--- src/rtl/cat_map_frame_permuter_core_assert.svh ---
// Assertion macros shared by the cat map frame permuter modules.
// Expects i_clk and i_rst_n in the scope of each use.
`ifndef CAT_MAP_FRAME_PERMUTER_CORE_ASSERT_SVH
`define CAT_MAP_FRAME_PERMUTER_CORE_ASSERT_SVH

// Same-cycle implication.
`define CMFP_ASSERT_IMP(lbl, ante, cons, msg) \
    lbl: assert property (@(posedge i_clk) disable iff (!i_rst_n) (ante) |-> (cons)) \
        else $error(msg);

// Next-cycle implication.
`define CMFP_ASSERT_NXT(lbl, ante, cons, msg) \
    lbl: assert property (@(posedge i_clk) disable iff (!i_rst_n) (ante) |=> (cons)) \
        else $error(msg);

`endif

--- src/rtl/cmfp_pkg.sv ---
// Shared types and constants for the cat map frame permuter.
// No dependencies; used by cmfp_ctrl, cmfp_datapath and the top level.
package cmfp_pkg;

    localparam int MAX_SIDE = 64;
    localparam int COORD_W  = $clog2(MAX_SIDE);
    localparam int SIDE_W   = COORD_W + 1;
    localparam int DEPTH    = MAX_SIDE * MAX_SIDE;
    localparam int ADDR_W   = 2 * COORD_W;
    localparam int PIX_W    = 8;
    localparam int STEP_W   = 8;
    localparam int REQ_W    = 2;
    localparam int CFG_W    = 7;
    localparam int CFG_RST  = 64;

    typedef enum logic [REQ_W-1:0] {
        REQ_WRITE = 2'd0,
        REQ_XFORM = 2'd1,
        REQ_READ  = 2'd2,
        REQ_NONE  = 2'd3
    } t_req;

    typedef enum logic [2:0] {
        ST_IDLE,
        ST_DECODE,
        ST_PASS,
        ST_DRAIN,
        ST_FINISH
    } t_state;

    typedef struct packed {
        logic latch_req;   // capture input item
        logic wr_pix;      // pixel write into live bank
        logic rd_pix;      // pixel read from live bank
        logic pass_init;   // clear scan counters
        logic pass_issue;  // read one source pixel, schedule its scatter
        logic pass_swap;   // end of pass: swap banks, count down passes
        logic load_out;    // load result register
    } t_dp_cmd;

    typedef struct packed {
        t_req req;
        logic in_range;
        logic last_elem;
        logic last_pass;
        logic out_free;
    } t_dp_sts;

endpackage

--- src/rtl/cmfp_ctrl.sv ---
// Sequencer for the cat map frame permuter.
// Depends on cmfp_pkg and the assertion macro header.
`include "cat_map_frame_permuter_core_assert.svh"

module cmfp_ctrl (
    input  logic              i_clk,
    input  logic              i_rst_n,
    input  logic              i_in_valid,
    output logic              o_in_stall,
    input  cmfp_pkg::t_dp_sts i_sts,
    output cmfp_pkg::t_dp_cmd o_cmd
);
    import cmfp_pkg::*;

    t_state r_state;
    t_state n_state;

    always_ff @(posedge i_clk) begin
        if (!i_rst_n) begin
            r_state <= ST_IDLE;
        end else begin
            r_state <= n_state;
        end
    end

    always_comb begin
        n_state    = r_state;
        o_cmd      = '0;
        o_in_stall = 1'b1;
        case (r_state)
            ST_IDLE: begin
                o_in_stall = 1'b0;
                if (i_in_valid) begin
                    o_cmd.latch_req = 1'b1;
                    n_state         = ST_DECODE;
                end
            end
            ST_DECODE: begin
                n_state = ST_FINISH;
                case (i_sts.req)
                    REQ_WRITE: o_cmd.wr_pix = i_sts.in_range;
                    REQ_READ:  o_cmd.rd_pix = i_sts.in_range;
                    REQ_XFORM: begin
                        o_cmd.pass_init = 1'b1;
                        n_state         = ST_PASS;
                    end
                    default: n_state = ST_FINISH;
                endcase
            end
            ST_PASS: begin
                o_cmd.pass_issue = 1'b1;
                if (i_sts.last_elem) begin
                    n_state = ST_DRAIN;
                end
            end
            ST_DRAIN: begin
                // last scatter write lands at this edge, together with the swap
                o_cmd.pass_swap = 1'b1;
                if (i_sts.last_pass) begin
                    n_state = ST_FINISH;
                end else begin
                    o_cmd.pass_init = 1'b1;
                    n_state         = ST_PASS;
                end
            end
            ST_FINISH: begin
                if (i_sts.out_free) begin
                    o_cmd.load_out = 1'b1;
                    n_state        = ST_IDLE;
                end
            end
            default: n_state = ST_IDLE;
        endcase
    end

    `CMFP_ASSERT_NXT(a_accept_decode, i_in_valid && !o_in_stall, r_state == ST_DECODE,
        "accepted item did not reach decode")
    `CMFP_ASSERT_IMP(a_load_free, o_cmd.load_out, i_sts.out_free,
        "result loaded while output slot busy")
    `CMFP_ASSERT_NXT(a_last_pass_done, r_state == ST_DRAIN && i_sts.last_pass,
        r_state == ST_FINISH, "transform did not finish after last pass")
    `CMFP_ASSERT_IMP(a_mem_excl, o_cmd.wr_pix, !o_cmd.rd_pix && !o_cmd.pass_issue,
        "pixel write overlaps another memory access")

endmodule

--- config.mk ---
export PLATFORM = sky130hd
export DESIGN_NAME = cmfp_ctrl
export DESIGN_NICKNAME = d
export VERILOG_FILES = /design/src/rtl/cmfp_pkg.sv /design/src/rtl/cmfp_ctrl.sv
export VERILOG_INCLUDE_DIRS = /design/src /design/src/rtl
export SDC_FILE = /design/constraint.sdc
export NUM_CORES = 1
export LEC_CHECK = 0
export BUFFER_PORTS_ARGS = -buffer_cell sky130_fd_sc_hd__buf_2
export CORE_AREA = 3 3 40 42
export DETAILED_ROUTE_END_ITERATION = 16
export DIE_AREA = 0 0 43 45
export PLACE_DENSITY = 0.45
export SYNTH_ARGS = -nofsm -noshare
export SYNTH_HDL_FRONTEND = slang
export SYNTH_SLANG_ARGS = --single-unit
--- constraint.sdc ---
create_clock -name i_clk -period 1.9 [get_ports i_clk]
set_clock_uncertainty 0.1 [all_clocks]
set_input_delay 0.475 -clock i_clk [delete_from_list [all_inputs] [get_ports i_clk]]
set_output_delay 0.475 -clock i_clk [all_outputs]
set_load 0.005 [all_outputs]
==> flow_summary.yaml, run 1 <==
status:
  outcome: "finished clean"
yosys:
  synthCells: 31
  synthesis.area_sq_um: 244
  syn_nets: 40
  yosys.cell_types.count: 22
  ys.flop_type: "dfxtp_1"
  synth_area_leader_cell: "dfxtp_1"
  synth_top_area_share_pct: 24.6
  synth_area_leaders: "dfxtp_1, nor2_1, o21a_1"
  synth_edf_count: 0
  synthArstFlopShare_pct: 0
  avgSynthCellArea_sq_um: 7.87
  yosysWarnings: 0
  ys_seq_elements: 3
  ys_seq_area_share_pct: 24.6
global_route:
  grt_pass1_wl_microns: 1010
  grt_max_degree: 13
  grtUsageTotal_pct: 7.57
  grt_pass1_vias: 256
  overflow: 0
  antenna_found_initial: 0
timing:
  rsz0062_at_grt: "no"
  drv_slew: 0
  worst_pin_slew_ns: 0.276
  fin_crit_sh_pct: 93.0
  fin_setup_tns_ns: 0
  max_freq_ghz: 0.566
  hold_violations: 0
  relSlewSlack_pct: 81.4
  setup_viol: 0
  fin_crit_ns: 1.77
worst_setup_path:
  cp_cell_sequence: "nor2b_4 > nand3_1 > nor2_1 > buf_2"
  worst-r2r-cell-count: 3
  reg2reg_slack_ns: 0.75
  worstReg2RegStart: "r_state[2]"
  worst-path-buf-inv: 1
  critPathTopFamily: "flip-flops"
  cp.depth: 4
  startpoint_type: "flop"
  critPathArrivalTime_ns: 1.19
  cpPeakStageDelay_ns: 0.43
  crit_path_start: "r_state[0]"
  rr_endpoint: "r_state[0]"
  crit_end: "o_cmd[4]"
  crit_required_ns: 1.32
  worstSetupEndpointType: "output pin"
  crit_type: "flop to output pin"
  cp_max_fo: 7
  slowest_stage: "dfxtp_1"
placement:
  gp_congestion: 0.675
  port_buffers: 16
  hpwl_microns: 489
  placedCellCount: 61
routing:
  final_antenna_net_count: 0
  drt-total-wl_microns: 619
  drc: 0
  via_per_inst: 4.45
  first_pass_iters: 1
  wire_per_inst_microns: 9.52
  first_iter_violations: 0
  via_count: 289
power:
  power_density_mw_per_mm2: 659
  ir_drop_v: 0.000250
  p_leak_nw: 0.186
clock_network:
  clock_sinks: 3
  postCtsSetupBuffers: 0
  numCtsBuffers: 3
  clk_latency_ns: 0.24
  cts_tree: "yes"
  cts.clk_slew.worst_paths_ns: 0.04
  clock_path_buffers: 2
  clockRootBuffer: "clkbuf_4"
  h-tree-depth: 1
floorplan:
  rows: 13
  die_height_microns: 45
  core_area_sq_mm: 0.00128
  start_util_pct: 19.0
  dieArea_sq_mm: 0.00194
  ios: 17
  die_w_microns: 43
final_layout:
  drive_gt1_share_pct: 52.0
  largest_register_ffs: 3
  largest_register: "r_state"
  nNetsFinal: 60
  final_cells: 65
  syn_to_final_growth_pct: 51.3
  antenna_cells: 0
  largest_registers: "r_state: 3 flops"
min_path:
  hp-class: "primary input to flop"
flow_run:
  maxCapViolations: 0
==> layout by cell type, fill, tap and decap left out, drive strengths merged <==
master and instances:
nor4bb 1, nor2 5, nor4b 1, dfxtp 3, nand2 2, clkbuf 4
o21ai 1, or3 1, o21a 2, nor2b 2, nor3b 2, a31oi 1
and3 1, inv 2, and2 2, nand3 2, mux2i 1, buf 16
nor3 1
==> synthesized netlist by cell type (2+ instances only) <==
cell type  count
dfxtp_1        3
inv_1          2
nand2_1        2
nand3_1        2
nor2_1         4
o21a_1         2
==> through the flow <==
step | area (sq um) | util (%) | setup WS (ns) | power [mW] | hold slack [ns]
final | 369 | 28.7 | 0.133 | 0.243 | 0.374
after global routing | 369 | 28.7 | 0.0155 | 0.265 | 0.384
after CTS | 358 | 27.8 | 0.0482 | 0.249 | 0.367
after detailed placement | 332 | 25.8 | 0.181 | 0.127 | 0.486
after global placement | 332 | 25.8 | 0.196 | 0.127 | 0.494
after floorplan | 244 | - | 0.413 | 0.105 | 0.435
==> per-layer routing <==
| metal | global-route usage [%] | vias to the layer above | wire (microns) |
|---|---|---|---|
| met5 | 0 | - | 0 |
| met4 | 7.23 | 0 | 11 |
| met1 | 6.73 | 131 | 244 |
| li1 | - | 148 | - |
| met3 | 4.78 | 2 | 43 |
| met2 | 11.7 | 8 | 319 |
==> final cells by class <==
class / instances / area (sq um)
multi-input cells: 25 / 175
inverters: 2 / 7.51
fillers: 151 / 916
repair buffers: 16 / 80.1
well taps: 15 / 18.8
flip-flops and latches: 3 / 61.3
clock buffers: 4 / 26.3
==> where the power goes <==
| part | internal, mW | switching (mW) | leakage, nW | total (mW) |
|---|---|---|---|---|
| Clock | 0.0789 | 0.0365 | 0.0150 | 0.115 |
| Combinational | 0.0305 | 0.0204 | 0.146 | 0.0510 |
| Sequential | 0.0677 | 0.00917 | 0.0250 | 0.0769 |
==> kinds of logic after synthesis <==
family	share of synthesized area (%)
simple gates	52.8
compound gates	10.8
flops	24.6
buf+inv	7.69
mux	4.10
==> timing repair <==
item / in CTS / in global routing
hold buffers: 0 / 0
hold endpoints to repair: 0 / 0
resized for setup: 0 / 3
setup endpoints to repair: 0 / 3
==> worst min path at each step <==
| stage | cells past startpoint | from | endpoint |
|---|---|---|---|
| 6_report | 2 | i_rst_n | r_state[2] |
| 3_3_place_gp | 1 | r_state[2] | r_state[1] |
| 3_5_place_dp | 1 | r_state[2] | r_state[1] |
| 4_1_cts | 2 | i_rst_n | r_state[2] |
| 2_1_floorplan | 1 | r_state[2] | r_state[1] |
| 5_1_grt | 2 | i_rst_n | r_state[2] |
(Power assumes the default switching activity.)
==> inputs of run 2 (changes only) <==
--- a/config.mk
+++ b/config.mk
@@ -10,7 +10,6 @@
 export CORE_AREA = 3 3 40 42
 export DETAILED_ROUTE_END_ITERATION = 16
 export DIE_AREA = 0 0 43 45
-export PLACE_DENSITY = 0.45
 export SYNTH_ARGS = -nofsm -noshare
 export SYNTH_HDL_FRONTEND = slang
 export SYNTH_SLANG_ARGS = --single-unit
==> flow_summary.yaml, run 2 (synthesized netlist as in run 1, its figures left out) <==
clock_network:
  clock_sinks: 3
  h-tree-depth: 1
  clockRootBuffer: "clkbuf_4"
  numCtsBuffers: 3
  clk_latency_ns: 0.24
  cts.clk_slew.worst_paths_ns: 0.04
  clock_path_buffers: 2
  cts_hold_buf: 0
  cts_tree: "yes"
timing:
  setup_viol: 0
  fin_crit_ns: 1.78
  setup_ws_ns: 0.124
  fin_crit_sh_pct: 93.5
  rsz0062_at_grt: "no"
  worst_pin_slew_ns: 0.288
  fin_setup_tns_ns: 0
  drv_slew: 0
  relSlewSlack_pct: 80.8
  max_freq_ghz: 0.563
  hold_violations: 0
floorplan:
  ios: 17
  rows: 13
  core_area_sq_mm: 0.00128
  start_util_pct: 19.0
  die_height_microns: 45
  dieArea_sq_mm: 0.00194
  die_w_microns: 43
global_route:
  overflow: 0
  grt_max_degree: 13
  grt_pass1_vias: 223
  grtUsageTotal_pct: 6.57
  grt_pass1_wl_microns: 834
  antenna_found_initial: 0
final_layout:
  design_area_sq_um: 359
  mostFrequentLayoutCell: "buf_2"
  layout_common_cells: "buf_2, nor2_1, clkbuf_4"
  largest_registers: "r_state: 3 flops"
  nFillCells: 152
  largest_register: "r_state"
  syn_to_final_growth_pct: 47.2
  drive_gt1_share_pct: 50.0
  final_cells: 65
  multi_input_area_sq_um: 165
  fin_util_pct: 27.9
  largest_register_ffs: 3
  regArea_sq_um: 61.3
  nNetsFinal: 60
  antenna_cells: 0
routing:
  via_count: 281
  final_antenna_net_count: 0
  via_per_inst: 4.32
  first_iter_violations: 2
  wire_per_inst_microns: 8.92
  drc: 0
  first_pass_iters: 2
  drt-total-wl_microns: 580
status:
  outcome: "finished clean"
placement:
  pre_cts_ws_ns: 0.195
  hpwl_microns: 476
  placedCellCount: 61
  port_buffers: 16
  dpl_cell_area_sq_um: 332
  gp_congestion: 0.649
power:
  p_sw_uw: 63.7
  clockPowerShare_pct: 47.8
  switching_share_pct: 26.6
  power_density_mw_per_mm2: 666
  p_leak_nw: 0.181
  ir_drop_v: 0.000361
  comb_power_share_pct: 20.4
  seqPwrFrac_pct: 31.8
  internal_power_uw: 175
worst_setup_path:
  cp_max_fo: 7
  critPathTopFamily: "simple AND/OR/NAND/NOR gates"
  cp_cell_sequence: "nor2b_2 > nand3_1 > nor2_1 > buf_2"
  crit_end: "o_cmd[4]"
  reg2reg_slack_ns: 0.74
  worst-r2r-cell-count: 3
  rr_endpoint: "r_state[2]"
  cp.depth: 4
  worstSetupEndpointType: "output pin"
  worst-path-buf-inv: 1
  critPathArrivalTime_ns: 1.20
  crit_required_ns: 1.32
  worstReg2RegStart: "r_state[1]"
  crit_path_start: "r_state[0]"
  cpPeakStageDelay_ns: 0.42
  crit_type: "flop to output pin"
  startpoint_type: "flop"
  slowest_stage: "dfxtp_1"
min_path:
  hp-class: "primary input to flop"
flow_run:
  maxCapViolations: 0
[run 2: cell counts in the layout (fill, tap and decap cells not counted)]
Identical to the previous run, type by type.
[run 2: worst register-to-register path, stage by stage (launching register included)]
cell and delay (ns):
dfxtp_2 0.37, nor3b_1 0.31, nor3b_2 0.09, o21a_1 0.18
[run 2: power groups by stage]
| stage | clock [mW] | combinational, mW | sequential [mW] |
|---|---|---|---|
| 2_1_floorplan | 0 | 0.0314 | 0.0737 |
| 3_3_place_gp | 0 | 0.0492 | 0.0770 |
| 3_5_place_dp | 0 | 0.0500 | 0.0769 |
| 4_1_cts | 0.120 | 0.0501 | 0.0759 |
| 5_1_grt | 0.132 | 0.0545 | 0.0768 |
| 6_report | 0.114 | 0.0488 | 0.0760 |
[run 2: metrics by stage]
stage          hold slack, ns  total power [mW]
2_1_floorplan           0.435             0.105
3_3_place_gp            0.484             0.126
3_5_place_dp            0.485             0.127
4_1_cts                 0.370             0.246
5_1_grt                 0.375             0.263
6_report                0.375             0.239
[run 2: per-layer routing]
layer  share of wire, %  wire length [microns]  track usage [%]
met1                 39                    229             5.29
met2                 50                    289             10.5
met3                 11                     62             7.57
met4                  0                      0             1.81
met5                  0                      0                0
[run 2: timing repair]
item,in CTS,in global routing
setup endpoints to repair,0,1
setup buffers,0,0
endpoints found under the hold margin,0,0
gates resized for setup,0,1
[run 2: how the worst min path moves through the flow]
stage | cells after the start | end | startpoint | slack (ns)
floorplan | 1 | r_state[1] | r_state[2] | 0.43
global placement | 1 | r_state[1] | r_state[2] | 0.48
detailed placement | 1 | r_state[1] | r_state[2] | 0.48
CTS | 2 | r_state[2] | i_rst_n | 0.37
global route | 2 | r_state[2] | i_rst_n | 0.38
finish | 2 | r_state[2] | i_rst_n | 0.38
[run 2: area by class of cell]
| type | instances | share of cell area [%] |
|---|---|---|
| flip-flops and latches | 3 | 17.1 |
| repair buffers | 16 | 22.3 |
| multi-input cells | 25 | 46.0 |
| well taps | 15 | 5.23 |
| clock buffers | 4 | 7.32 |
| inverters | 2 | 2.09 |
==> inputs of run 3 (changes only) <==
--- a/config.mk
+++ b/config.mk
@@ -7,9 +7,9 @@
 export NUM_CORES = 1
 export LEC_CHECK = 0
 export BUFFER_PORTS_ARGS = -buffer_cell sky130_fd_sc_hd__buf_2
-export CORE_AREA = 3 3 40 42
+export CORE_AREA = 2 2 39 41
 export DETAILED_ROUTE_END_ITERATION = 16
-export DIE_AREA = 0 0 43 45
+export DIE_AREA = 0 0 41 43
 export SYNTH_ARGS = -nofsm -noshare
 export SYNTH_HDL_FRONTEND = slang
 export SYNTH_SLANG_ARGS = --single-unit
==> flow_summary.yaml, run 3 (synthesized netlist as in run 1, its figures left out) <==
routing:
  first_iter_violations: 1
  final_antenna_net_count: 0
  drc: 0
  drt-total-wl_microns: 573
  via_per_inst: 4.39
  via_count: 290
  first_pass_iters: 4
  wire_per_inst_microns: 8.68
timing:
  fin_crit_sh_pct: 93.3
  rsz0062_at_grt: "no"
  relSlewSlack_pct: 83.8
  fin_setup_tns_ns: 0
  fin_crit_ns: 1.77
  drv_slew: 0
  setup_viol: 0
  hold_violations: 0
  max_freq_ghz: 0.564
  worst_pin_slew_ns: 0.239
clock_network:
  cts_tree: "yes"
  cts_hold_buf: 0
  clk_latency_ns: 0.23
  h-tree-depth: 1
  clock_path_buffers: 2
  clock_sinks: 3
  cts.clk_slew.worst_paths_ns: 0.04
  clockRootBuffer: "clkbuf_4"
  numCtsBuffers: 3
min_path:
  hp-class: "primary input to flop"
placement:
  gp_congestion: 0.662
  port_buffers: 16
  placedCellCount: 62
  hpwl_microns: 455
global_route:
  grt_pass1_vias: 233
  grt_pass1_wl_microns: 800
  grt_max_degree: 13
  grtUsageTotal_pct: 7.33
  overflow: 0
  antenna_found_initial: 0
floorplan:
  core_area_sq_mm: 0.00138
  die_height_microns: 43
  rows: 14
  ios: 17
  die_w_microns: 41
  dieArea_sq_mm: 0.00176
  start_util_pct: 17.6
worst_setup_path:
  crit_required_ns: 1.32
  cp_max_fo: 7
  reg2reg_slack_ns: 0.75
  critPathArrivalTime_ns: 1.20
  startpoint_type: "flop"
  worstSetupEndpointType: "output pin"
  crit_type: "flop to output pin"
final_layout:
  largest_register: "r_state"
  final_cells: 66
  largest_register_ffs: 3
  syn_to_final_growth_pct: 49.7
  largest_registers: "r_state: 3 flops"
  antenna_cells: 0
  layout_common_cells: "buf_2, nor2_1, clkbuf_4"
  mostFrequentLayoutCell: "buf_2"
  drive_gt1_share_pct: 52.0
  nFillCells: 157
  nNetsFinal: 60
power:
  p_leak_nw: 0.184
  ir_drop_v: 0.000216
  totalPowerFinal_uw: 239
  power_density_mw_per_mm2: 653
status:
  outcome: "finished clean"
flow_run:
  maxCapViolations: 0
## run 3: changes by cell type in the layout (fill, tap and decap cells not counted)
cell     before  now
nor3b_1       1    0
nor3b_2       1    2
## run 3: final timing paths
kind / start / endpoint / cells past startpoint
hold / removal: i_rst_n / r_state[2] / 2
setup reg to reg: r_state[0] / r_state[2] / 3
hold reg to reg: r_state[2] / r_state[1] / 1
setup / recovery: r_state[0] / o_cmd[5] / 4
## run 3: layout make-up
cell class | count | area (sq um) | share of cell area [%]
Multi-Input combinational cell | 25 | 170 | 46.6
Timing Repair Buffer | 16 | 80.1 | 21.9
Sequential cell | 3 | 61.3 | 16.8
Clock buffer | 4 | 26.3 | 7.19
Tap cell | 16 | 20.0 | 5.48
Inverter | 2 | 7.51 | 2.05
## run 3: power by group
| group | switching (mW) | total, mW | internal (mW) |
|---|---|---|---|
| clock network | 0.0341 | 0.113 | 0.0788 |
| registers | 0.00824 | 0.0760 | 0.0678 |
| logic | 0.0204 | 0.0496 | 0.0292 |
## run 3: worst max-delay path: stages, from the launching register on
cell and delay [ns]:
dfxtp_1 0.42, nor2b_2 0.23, nand3_1 0.11, nor2_1 0.09, buf_2 0.11
## run 3: metal layers
| metal | GRT usage, % | vias to the layer above | share of wire [%] |
|---|---|---|---|
| li1 | - | 146 | - |
| met5 | 0 | - | 0 |
| met2 | 12.8 | 7 | 61 |
| met3 | 3.14 | 0 | 7.9 |
| met4 | 8.00 | 0 | 0 |
| met1 | 4.50 | 137 | 31 |
## run 3: timing repair
action                     in CTS  in global routing
resized for setup               0                  2
setup endpoints to repair       0                  1
setup buffers                   0                  0
## run 3: stage by stage
step | setup WS [ns] | instance area (sq um) | util (%) | hold slack (ns)
after global placement | 0.206 | 333 | 24.1 | 0.480
after detailed placement | 0.195 | 333 | 24.1 | 0.483
after floorplan | 0.413 | 244 | - | 0.435
after global routing | 0.0301 | 365 | 26.4 | 0.377
after CTS | 0.0584 | 359 | 25.9 | 0.372
final | 0.127 | 365 | 26.4 | 0.382
